<file path="src/rtl/core/agp_pkg.sv">
// ----------------------------------------------------------------------------
// agp_pkg
// Widths, register indexes, limits and shared types of the group packer.
// ----------------------------------------------------------------------------
package agp_pkg;

    localparam int MAX_ROWS       = 256;
    localparam int MAX_ROW_TOKENS = 512;

    localparam int ROW_W   = $clog2(MAX_ROWS);
    localparam int END_W   = ROW_W + 1;
    localparam int CNT_W   = 10;
    localparam int OFF_W   = 17;
    localparam int TOK_W   = 13;
    localparam int OVH_W   = 12;
    localparam int SQ_W    = 19;                 // one row's token count squared
    localparam int COST_W  = 22;                 // sum of squares inside a group
    localparam int MPROD_W = 2 * TOK_W;
    localparam int CPROD_W = OVH_W + COST_W;
    localparam int SCALE_SH = 8;                 // Q4.8 ratio

    localparam int CFG_IDX_W = 2;
    localparam int CFG_W     = 13;

    localparam logic [CFG_IDX_W-1:0] CFG_MAX_TOKENS = 2'd0;
    localparam logic [CFG_IDX_W-1:0] CFG_MAX_OVH    = 2'd1;
    localparam logic [CFG_IDX_W-1:0] CFG_GROUP_EN   = 2'd2;

    localparam logic [TOK_W-1:0] RST_MAX_TOKENS = 13'd96;
    localparam logic [OVH_W-1:0] RST_MAX_OVH    = 12'd461;

    localparam logic [TOK_W-1:0] LIM_TOK_MIN    = 13'd1;
    localparam logic [TOK_W-1:0] LIM_TOK_MAX    = 13'd4096;
    localparam logic [OVH_W-1:0] LIM_OVH_MIN    = 12'd256;
    localparam logic [CNT_W-1:0] ROW_TOKENS_MAX = CNT_W'(MAX_ROW_TOKENS);
    localparam logic [ROW_W-1:0] ROW_LAST       = ROW_W'(MAX_ROWS - 1);

    localparam int OUTQ_DEPTH = 2;
    localparam int OUTQ_PTR_W = $clog2(OUTQ_DEPTH);
    localparam int OUTQ_CNT_W = $clog2(OUTQ_DEPTH + 1);

    typedef struct packed {
        logic [ROW_W-1:0] begin_index;
        logic [END_W-1:0] end_index;
        logic [OFF_W-1:0] start_offset;
        logic [TOK_W-1:0] token_total;
        logic             mask_required;
        logic             final_group;
    } agp_res_t;

    typedef struct packed {
        logic load;       // capture an accepted row
        logic calc;       // register merged totals and products
        logic commit;     // update group state, hold the second result
        logic push;       // write a result into the output queue
        logic push_sel;   // 0: first result, 1: held second result
    } agp_cmd_t;

    typedef struct packed {
        logic has_first;
        logic has_second;
    } agp_stat_t;

endpackage

</file>
<file path="src/rtl/core/attention_group_packer.sv">
// ----------------------------------------------------------------------------
// attention_group_packer
// Greedy merge of batch rows into attention groups, one row per transaction.
// ----------------------------------------------------------------------------
// One row is taken at a time. Its token count (saturated at 512) either joins
// the open group or closes it and opens a new one; a row joins only while the
// merged total stays within max_group_tokens and total^2 * 256 stays within
// max_overhead_q8 times the summed squared row counts. Empty rows inside a
// group are absorbed, empty rows outside one are skipped, and with grouping
// off each non-empty row is a group of its own. The last row (or row 255)
// flushes the open group with final_group set and restarts row numbering.
// After acceptance a row goes through capture with the row's square, a stage
// holding the two products of the overhead test, then the compare and state
// update, before the next row can be accepted. A row that produces two groups
// also pushes the held second result. Results go through a two-entry queue,
// so an output stall only holds the block once it is full. Configuration
// writes are accepted every cycle and must only be made while idle.
// ----------------------------------------------------------------------------
module attention_group_packer import agp_pkg::*;
(
    input  logic                 clk,
    input  logic                 rst_n,

    input  logic                 cfg_valid,
    output logic                 cfg_ready,
    input  logic [CFG_IDX_W-1:0] cfg_index,
    input  logic [CFG_W-1:0]     cfg_data,

    input  logic                 in_valid,
    output logic                 in_ready,
    input  logic [CNT_W-1:0]     token_count,
    input  logic [OFF_W-1:0]     row_offset,
    input  logic                 last_row,

    output logic                 out_valid,
    input  logic                 out_ready,
    output logic [ROW_W-1:0]     begin_index,
    output logic [END_W-1:0]     end_index,
    output logic [OFF_W-1:0]     start_offset,
    output logic [TOK_W-1:0]     token_total,
    output logic                 mask_required,
    output logic                 final_group
);

    agp_cmd_t  cmd;
    agp_stat_t stat;
    agp_res_t  push_data;
    agp_res_t  out_data;
    logic      fifo_full;

    assign cfg_ready = 1'b1;

    agp_ctrl u_ctrl
    (
        .clk       (clk),
        .rst_n     (rst_n),
        .in_valid  (in_valid),
        .in_ready  (in_ready),
        .fifo_full (fifo_full),
        .stat      (stat),
        .cmd       (cmd)
    );

    agp_datapath u_datapath
    (
        .clk         (clk),
        .rst_n       (rst_n),
        .cmd         (cmd),
        .stat        (stat),
        .cfg_valid   (cfg_valid),
        .cfg_index   (cfg_index),
        .cfg_data    (cfg_data),
        .token_count (token_count),
        .row_offset  (row_offset),
        .last_row    (last_row),
        .push_data   (push_data)
    );

    agp_outq u_outq
    (
        .clk       (clk),
        .rst_n     (rst_n),
        .push      (cmd.push),
        .push_data (push_data),
        .full      (fifo_full),
        .out_valid (out_valid),
        .out_ready (out_ready),
        .out_data  (out_data)
    );

    assign begin_index   = out_data.begin_index;
    assign end_index     = out_data.end_index;
    assign start_offset  = out_data.start_offset;
    assign token_total   = out_data.token_total;
    assign mask_required = out_data.mask_required;
    assign final_group   = out_data.final_group;

endmodule

</file>
<file path="src/rtl/core/agp_ctrl.sv">
// ----------------------------------------------------------------------------
// agp_ctrl
// Sequencer: row capture, product stage, decision, second result push.
// ----------------------------------------------------------------------------
module agp_ctrl import agp_pkg::*;
(
    input  logic      clk,
    input  logic      rst_n,
    input  logic      in_valid,
    output logic      in_ready,
    input  logic      fifo_full,
    input  agp_stat_t stat,
    output agp_cmd_t  cmd
);

    localparam logic [1:0] ST_IDLE  = 2'd0;
    localparam logic [1:0] ST_CALC  = 2'd1;
    localparam logic [1:0] ST_DEC   = 2'd2;
    localparam logic [1:0] ST_PUSH1 = 2'd3;

    logic [1:0] state_reg;
    logic [1:0] state_next;

    always_comb
    begin
        state_next = state_reg;
        in_ready   = 1'b0;
        cmd        = '0;
        unique case (state_reg)
            ST_IDLE:
            begin
                in_ready = 1'b1;
                if (in_valid)
                begin
                    cmd.load   = 1'b1;
                    state_next = ST_CALC;
                end
            end
            ST_CALC:
            begin
                cmd.calc   = 1'b1;
                state_next = ST_DEC;
            end
            ST_DEC:
            begin
                if (!stat.has_first)
                begin
                    cmd.commit = 1'b1;
                    state_next = ST_IDLE;
                end
                else if (!fifo_full)
                begin
                    cmd.commit = 1'b1;
                    cmd.push   = 1'b1;
                    state_next = stat.has_second ? ST_PUSH1 : ST_IDLE;
                end
            end
            ST_PUSH1:
            begin
                if (!fifo_full)
                begin
                    cmd.push     = 1'b1;
                    cmd.push_sel = 1'b1;
                    state_next   = ST_IDLE;
                end
            end
            default:
            begin
                state_next = ST_IDLE;
            end
        endcase
    end

    always_ff @(posedge clk or negedge rst_n)
    begin
        if (!rst_n)
            state_reg <= ST_IDLE;
        else
            state_reg <= state_next;
    end

endmodule

</file>
<file path="src/rtl/core/agp_datapath.sv">
// ----------------------------------------------------------------------------
// agp_datapath
// Configuration registers, open group state, limit tests and result building.
// ----------------------------------------------------------------------------
module agp_datapath import agp_pkg::*;
(
    input  logic                 clk,
    input  logic                 rst_n,
    input  agp_cmd_t             cmd,
    output agp_stat_t            stat,
    input  logic                 cfg_valid,
    input  logic [CFG_IDX_W-1:0] cfg_index,
    input  logic [CFG_W-1:0]     cfg_data,
    input  logic [CNT_W-1:0]     token_count,
    input  logic [OFF_W-1:0]     row_offset,
    input  logic                 last_row,
    output agp_res_t             push_data
);

    // configuration
    logic [TOK_W-1:0] max_tok_reg;
    logic [OVH_W-1:0] max_ovh_reg;
    logic             group_en_reg;

    // captured row
    logic [CNT_W-1:0] t_reg;
    logic [SQ_W-1:0]  t2_reg;
    logic [OFF_W-1:0] off_reg;
    logic             last_reg;

    // product stage
    logic [TOK_W-1:0]   merged_reg;
    logic [COST_W-1:0]  cost_reg;
    logic [MPROD_W-1:0] mprod_reg;
    logic [CPROD_W-1:0] cprod_reg;

    // group state
    logic              open_reg;
    logic [ROW_W-1:0]  row_cnt_reg;
    logic [ROW_W-1:0]  open_begin_reg;
    logic [END_W-1:0]  open_end_reg;
    logic [OFF_W-1:0]  open_off_reg;
    logic [TOK_W-1:0]  open_tok_reg;
    logic [COST_W-1:0] open_cost_reg;
    logic              open_multi_reg;

    agp_res_t hold_reg;

    logic [CNT_W-1:0]   t_sat;
    logic [SQ_W-1:0]    t_sq_full;
    logic [TOK_W-1:0]   lim_tok;
    logic [OVH_W-1:0]   lim_ovh;
    logic [TOK_W-1:0]   merged;
    logic [COST_W-1:0]  cost;

    logic              open_eff;
    logic              flush;
    logic              nonzero;
    logic              too_big;
    logic              too_costly;
    logic              brk;
    logic              single_emit;
    logic              final_emit;
    logic              old_emit;
    logic              new_emit;
    logic [END_W-1:0]  row_end;

    logic              open_next;
    logic [ROW_W-1:0]  open_begin_next;
    logic [END_W-1:0]  open_end_next;
    logic [OFF_W-1:0]  open_off_next;
    logic [TOK_W-1:0]  open_tok_next;
    logic [COST_W-1:0] open_cost_next;
    logic              open_multi_next;
    logic [ROW_W-1:0]  row_cnt_next;

    agp_res_t res_old;
    agp_res_t res_new;
    agp_res_t res0;

    always_comb
    begin
        t_sat     = (token_count > ROW_TOKENS_MAX) ? ROW_TOKENS_MAX : token_count;
        t_sq_full = SQ_W'(t_sat) * SQ_W'(t_sat);

        if (max_tok_reg == '0)
            lim_tok = LIM_TOK_MIN;
        else if (max_tok_reg > LIM_TOK_MAX)
            lim_tok = LIM_TOK_MAX;
        else
            lim_tok = max_tok_reg;
        lim_ovh = (max_ovh_reg < LIM_OVH_MIN) ? LIM_OVH_MIN : max_ovh_reg;

        merged = open_tok_reg + TOK_W'(t_reg);
        cost   = open_cost_reg + COST_W'(t2_reg);
    end

    // decision on the registered products
    always_comb
    begin
        open_eff    = open_reg && group_en_reg;
        flush       = open_reg && !group_en_reg;
        nonzero     = (t_reg != '0);
        too_big     = (merged_reg > lim_tok);
        too_costly  = (CPROD_W'({mprod_reg, {SCALE_SH{1'b0}}}) > cprod_reg);
        brk         = open_eff && nonzero && (too_big || too_costly);
        row_end     = END_W'(row_cnt_reg) + END_W'(1);
        single_emit = 1'b0;

        open_next       = open_eff;
        open_begin_next = open_begin_reg;
        open_end_next   = open_end_reg;
        open_off_next   = open_off_reg;
        open_tok_next   = open_tok_reg;
        open_cost_next  = open_cost_reg;
        open_multi_next = open_multi_reg;

        if (open_eff)
        begin
            if (!nonzero)
            begin
                open_end_next = row_end;
            end
            else if (brk)
            begin
                open_begin_next = row_cnt_reg;
                open_end_next   = row_end;
                open_off_next   = off_reg;
                open_tok_next   = TOK_W'(t_reg);
                open_cost_next  = COST_W'(t2_reg);
                open_multi_next = 1'b0;
            end
            else
            begin
                open_end_next   = row_end;
                open_tok_next   = merged_reg;
                open_cost_next  = cost_reg;
                open_multi_next = 1'b1;
            end
        end
        else if (nonzero)
        begin
            if (group_en_reg)
            begin
                open_next       = 1'b1;
                open_begin_next = row_cnt_reg;
                open_end_next   = row_end;
                open_off_next   = off_reg;
                open_tok_next   = TOK_W'(t_reg);
                open_cost_next  = COST_W'(t2_reg);
                open_multi_next = 1'b0;
            end
            else
            begin
                single_emit = 1'b1;
            end
        end

        final_emit = last_reg && open_next;
        if (last_reg)
            open_next = 1'b0;
        row_cnt_next = last_reg ? '0 : row_end[ROW_W-1:0];

        res_old.begin_index   = open_begin_reg;
        res_old.end_index     = open_end_reg;
        res_old.start_offset  = open_off_reg;
        res_old.token_total   = open_tok_reg;
        res_old.mask_required = open_multi_reg;
        res_old.final_group   = 1'b0;

        if (single_emit)
        begin
            res_new.begin_index   = row_cnt_reg;
            res_new.end_index     = row_end;
            res_new.start_offset  = off_reg;
            res_new.token_total   = TOK_W'(t_reg);
            res_new.mask_required = 1'b0;
            res_new.final_group   = last_reg;
        end
        else
        begin
            res_new.begin_index   = open_begin_next;
            res_new.end_index     = open_end_next;
            res_new.start_offset  = open_off_next;
            res_new.token_total   = open_tok_next;
            res_new.mask_required = open_multi_next;
            res_new.final_group   = 1'b1;
        end

        old_emit = flush || brk;
        new_emit = single_emit || final_emit;
        res0     = old_emit ? res_old : res_new;

        stat.has_first  = old_emit || new_emit;
        stat.has_second = old_emit && new_emit;
        push_data       = cmd.push_sel ? hold_reg : res0;
    end

    always_ff @(posedge clk or negedge rst_n)
    begin
        if (!rst_n)
        begin
            max_tok_reg  <= RST_MAX_TOKENS;
            max_ovh_reg  <= RST_MAX_OVH;
            group_en_reg <= 1'b1;
        end
        else if (cfg_valid)
        begin
            unique case (cfg_index)
                CFG_MAX_TOKENS: max_tok_reg  <= cfg_data;
                CFG_MAX_OVH:    max_ovh_reg  <= cfg_data[OVH_W-1:0];
                CFG_GROUP_EN:   group_en_reg <= cfg_data[0];
                default:        ;
            endcase
        end
    end

    always_ff @(posedge clk)
    begin
        if (cmd.load)
        begin
            t_reg    <= t_sat;
            t2_reg   <= t_sq_full;
            off_reg  <= row_offset;
            last_reg <= last_row || (row_cnt_reg == ROW_LAST);
        end
        if (cmd.calc)
        begin
            merged_reg <= merged;
            cost_reg   <= cost;
            mprod_reg  <= MPROD_W'(merged) * MPROD_W'(merged);
            cprod_reg  <= CPROD_W'(lim_ovh) * CPROD_W'(cost);
        end
        if (cmd.commit)
            hold_reg <= res_new;
    end

    always_ff @(posedge clk or negedge rst_n)
    begin
        if (!rst_n)
        begin
            open_reg       <= 1'b0;
            row_cnt_reg    <= '0;
            open_begin_reg <= '0;
            open_end_reg   <= '0;
            open_off_reg   <= '0;
            open_tok_reg   <= '0;
            open_cost_reg  <= '0;
            open_multi_reg <= 1'b0;
        end
        else if (cmd.commit)
        begin
            open_reg       <= open_next;
            row_cnt_reg    <= row_cnt_next;
            open_begin_reg <= open_begin_next;
            open_end_reg   <= open_end_next;
            open_off_reg   <= open_off_next;
            open_tok_reg   <= open_tok_next;
            open_cost_reg  <= open_cost_next;
            open_multi_reg <= open_multi_next;
        end
    end

endmodule

</file>
<file path="src/rtl/core/agp_outq.sv">
// ----------------------------------------------------------------------------
// agp_outq
// Small result queue between the decision stage and the output channel.
// ----------------------------------------------------------------------------
module agp_outq import agp_pkg::*;
(
    input  logic     clk,
    input  logic     rst_n,
    input  logic     push,
    input  agp_res_t push_data,
    output logic     full,
    output logic     out_valid,
    input  logic     out_ready,
    output agp_res_t out_data
);

    agp_res_t              entry_reg [OUTQ_DEPTH];
    logic [OUTQ_PTR_W-1:0] wr_ptr_reg;
    logic [OUTQ_PTR_W-1:0] rd_ptr_reg;
    logic [OUTQ_CNT_W-1:0] count_reg;
    logic                  pop;

    assign out_valid = (count_reg != '0);
    assign full      = (count_reg == OUTQ_CNT_W'(OUTQ_DEPTH));
    assign pop       = out_valid && out_ready;
    assign out_data  = entry_reg[rd_ptr_reg];

    always_ff @(posedge clk)
    begin
        if (push)
            entry_reg[wr_ptr_reg] <= push_data;
    end

    always_ff @(posedge clk or negedge rst_n)
    begin
        if (!rst_n)
        begin
            wr_ptr_reg <= '0;
            rd_ptr_reg <= '0;
            count_reg  <= '0;
        end
        else
        begin
            if (push)
                wr_ptr_reg <= wr_ptr_reg + OUTQ_PTR_W'(1);
            if (pop)
                rd_ptr_reg <= rd_ptr_reg + OUTQ_PTR_W'(1);
            if (push && !pop)
                count_reg <= count_reg + OUTQ_CNT_W'(1);
            else if (pop && !push)
                count_reg <= count_reg - OUTQ_CNT_W'(1);
        end
    end

endmodule

</file>
<file path="config.mk">
export PLATFORM = sky130hd
export DESIGN_NAME = attention_group_packer
export DESIGN_NICKNAME = d
export VERILOG_FILES = /design/src/rtl/core/agp_pkg.sv /design/src/rtl/core/attention_group_packer.sv /design/src/rtl/core/agp_ctrl.sv /design/src/rtl/core/agp_datapath.sv /design/src/rtl/core/agp_outq.sv
export SDC_FILE = /design/constraint.sdc
export NUM_CORES = 2
export LEC_CHECK = 0
export ABC_AREA = 1
export BUFFER_PORTS_ARGS = -buffer_cell sky130_fd_sc_hd__buf_2
export CAP_MARGIN = 10
export CORE_UTILIZATION = 35
export DETAILED_ROUTE_END_ITERATION = 7
export PLACE_DENSITY = 0.58
export SLEW_MARGIN = 20
export SYNTH_ARGS = -nofsm -noshare
export SYNTH_HDL_FRONTEND = slang
export SYNTH_SLANG_ARGS = --single-unit
</file>
<file path="constraint.sdc">
create_clock -name clk -period 7.5 [get_ports clk]
set_input_delay 0.75 -clock clk [delete_from_list [all_inputs] [get_ports clk]]
set_output_delay 0.75 -clock clk [all_outputs]
set_load 0.005 [all_outputs]
</file>
==> impl_metrics.csv <==
group,metric,value,unit
status,outcome,"finished clean",
timing,fin_crit,6980,ps
placed_design,gp_congestion,0.871,
global_route,use_met1,24.9,%
clock_network,ctsHoldBuffers,0,
timing,fmax,143,MHz
die,io_pins,100,
synth,yosys.area_share.adder,28.8,%
synth,synth_top_family_by_area,"adder cells",
clock_network,cts_buffers,45,
synth,synth-simple-area-share,19.1,%
detailed_routing,ant_nets,0,
die,start_util,35.3,%
synth,synth-compound-area-share,6.86,%
critical_path,critPathMostFrequentCell,"fa_1",
critical_path,path_max_fanout,12,
detailed_routing,wirelength,90.1,mm
critical_path,cp.required,7830,ps
cells_and_area,final_cell_mix,"1129 x nand2_1, 724 x inv_1, 342 x fa_1",
synth,synth_xor_area_share,2.72,%
clock_network,cts_buffer_depth,3,
clock_network,postCtsSetupRepairBufs,0,
die,die-area,100000,µm²
timing,relSlewSlack,29.9,%
global_route,busiest_layer,"met2",
placed_design,dp_hpwl,68.5,mm
die,die_x,317,µm
cells_and_area,layout.nets,4770,
detailed_routing,drc_errors,0,
synth,synth_flop_cell,"edfxtp_1",
timing,tightest_slew,1050,ps
timing,fin_skew,45.4,ps
detailed_routing,first_pass_iters,5,
cells_and_area,layout-drive-gt1-share,7.39,%
cells_and_area,largest_reg_flops,98,
synth,yosysWarnings,0,
timing,tns,0,ps
clock_network,h-tree-depth,2,
placed_design,postPlaceCellArea,36800,µm²
cells_and_area,final_area,38300,µm²
die,core_area,98300,µm²
critical_path,worstPathArrival,7310,ps
clock_network,cts_tree,"built",
synth,synth_edf_count,285,
timing,hold_violations,0,
synth,syn_area,34700,µm²
global_route,met2_usage,29.3,%
synth,yosysUniqueCellTypes,57,
clock_network,cts_root_buf,"clkbuf_16",
synth,syn_inst,4027,
die,rows,115,
detailed_routing,wl_per_cell,16.5,µm
detailed_routing,via_per_inst,4.82,
synth,syn_avg_cell_area,8.61,µm²
cells_and_area,area_growth,10.5,%
hold_path,hold_class,"in -> async",
global_route,track_usage,18.4,%
critical_path,cp_top_family,"adder cells",
global_route,overflow,0,
critical_path,r2r_slack,520,ps
synth,ys_ff_latch,396,
synth,ys_seq_area_share,32.7,%
detailed_routing,dr_total_vias,26310,
placed_design,dp_slack,369,ps
timing,finalWorstSetupSlack,524,ps
global_route,grt.met3_usage,3.52,%
clock_network,ctsResizeCount,0,
timing,report.final.slew_viol_count,0,
clock_network,clk_pin_slew,70,ps
global_route,grt_antenna_before_repair,2,
cells_and_area,finish.utilization,39.0,%
global_route,grt_max_degree,85,
placed_design,port-buffer-count,98,
critical_path,endpoint_kind,"flip-flop",
global_route,grt_first_pass_wirelength,145,mm
global_route,first_global_vias,26258,
critical_path,critPathMaxStageDelay,580,ps
cells_and_area,final_common_cell,"nand2_1",
clock_network,clk_latency,620,ps
run,cap_violations,0,
timing,setup_violations,0,
critical_path,slowest_stage,"fa_1",
timing,fin_crit_sh,93.0,%
synth,muxShareOfSynthArea,0,%
synth,synth_async_sr_flop_share,28.0,%
critical_path,worstSetupStartpointType,"flip-flop",
critical_path,crit_type,"reg -> reg",
detailed_routing,drt-initial-drc-count,1664,
die,die_h,317,µm
timing,rsz0062_at_grt,"false",
critical_path,path_buf_inv,2,
clock_network,cts_sinks,396,
area by class of cell:
type | count | area [µm²]
Antenna cell | 2 | 5.00
Clock buffer | 51 | 1170
Clock inverter | 33 | 328
Fill cell | 9933 | 60000
Inverter | 739 | 2780
Multi-Input combinational cell | 2782 | 20100
Sequential cell | 396 | 11300
Tap cell | 1287 | 1610
Timing Repair Buffer | 164 | 1000
final timing paths:
| check | from | endpoint | cells after the start |
|---|---|---|---|
| max in group asynchronous | rst_n | u_outq.rd_ptr_reg | 2 |
| max | u_datapath.open_cost_reg[3] | u_datapath.cprod_reg[30] | 27 |
| min | rst_n | u_datapath.open_cost_reg[7] | 1 |
| max reg2reg | u_datapath.open_cost_reg[3] | u_datapath.cprod_reg[30] | 27 |
| min reg2reg | u_datapath.cost_reg[1] | u_datapath.open_cost_reg[1] | 2 |
| min in group clk | row_offset[9] | u_datapath.off_reg[9] | 1 |
per-stage QoR:
step / hold WS [ps] / cells
floorplan: 445 / 4038
global placement: 450 / 5368
detailed placement: 459 / 5368
CTS: 224 / 5452
global route: 272 / 5452
finish: 236 / 5454
worst reg2reg max path, cell delays in order, from the launching register on:
cell and delay (ps):
dfrtp_1 390, ha_1 380, a21oi_1 200, nor2_1 70, o21ai_1 110, o211ai_1 150
a21oi_2 230, o31ai_1 110, or2_2 280, nand2_1 170, clkinvlp_4 300, nand2_1 160
fa_1 460, fa_1 520, inv_1 50, fa_1 580, fa_1 460, fa_1 460
ha_1 350, a21oi_1 230, o21a_1 150, nand2_1 50, a21oi_1 210, nor2_1 90
o21ai_0 170, nand2_1 110, a21oi_1 200, xor2_1 90
Yosys cell counts, types with 6 or more instances:
cell type | count | area (µm²)
nor2_1 | 283 | 1060
edfxtp_1 | 285 | 8560
buf_6 | 9 | 101
or2_2 | 8 | 50.1
xor2_1 | 71 | 622
nand3b_1 | 10 | 75.1
o21bai_1 | 9 | 67.6
inv_2 | 6 | 22.5
o21ai_1 | 17 | 85.1
xnor2_1 | 31 | 272
buf_2 | 32 | 160
a22oi_1 | 35 | 263
o21ai_2 | 10 | 87.6
clkinv_1 | 6 | 22.5
clkbuf_1 | 70 | 263
dfrtp_1 | 102 | 2550
nor3_1 | 21 | 105
ha_1 | 252 | 3150
nand3_1 | 152 | 761
dfstp_2 | 9 | 236
nor4_1 | 9 | 56.3
fa_1 | 342 | 6850
a21oi_1 | 161 | 806
inv_1 | 726 | 2730
a31oi_1 | 8 | 50.1
a21o_1 | 11 | 82.6
nand4_1 | 17 | 106
o21ai_0 | 144 | 721
nand2_1 | 1131 | 4250
routing by layer:
metal	up-vias	routed length (µm)
met4	2	3100
met1	12679	40200
met5	-	14
met3	149	5880
met2	696	40900
li1	12784	-
logic make-up (layout without fill, tap and decap cells):
| logic type | count (synthesis) | in the layout |
|---|---|---|
| xor+xnor | 105 | 105 |
| flops | 396 | 396 |
| compound gates | 421 | 421 |
| other cells | 2 | 15 |
| fa+ha+maj | 594 | 594 |
| simple gates | 1649 | 1649 |
| buf+inv | 860 | 987 |
Power is not shown: default switching activity piles up to over one toggle a cycle in this logic, so the estimate is an artifact.
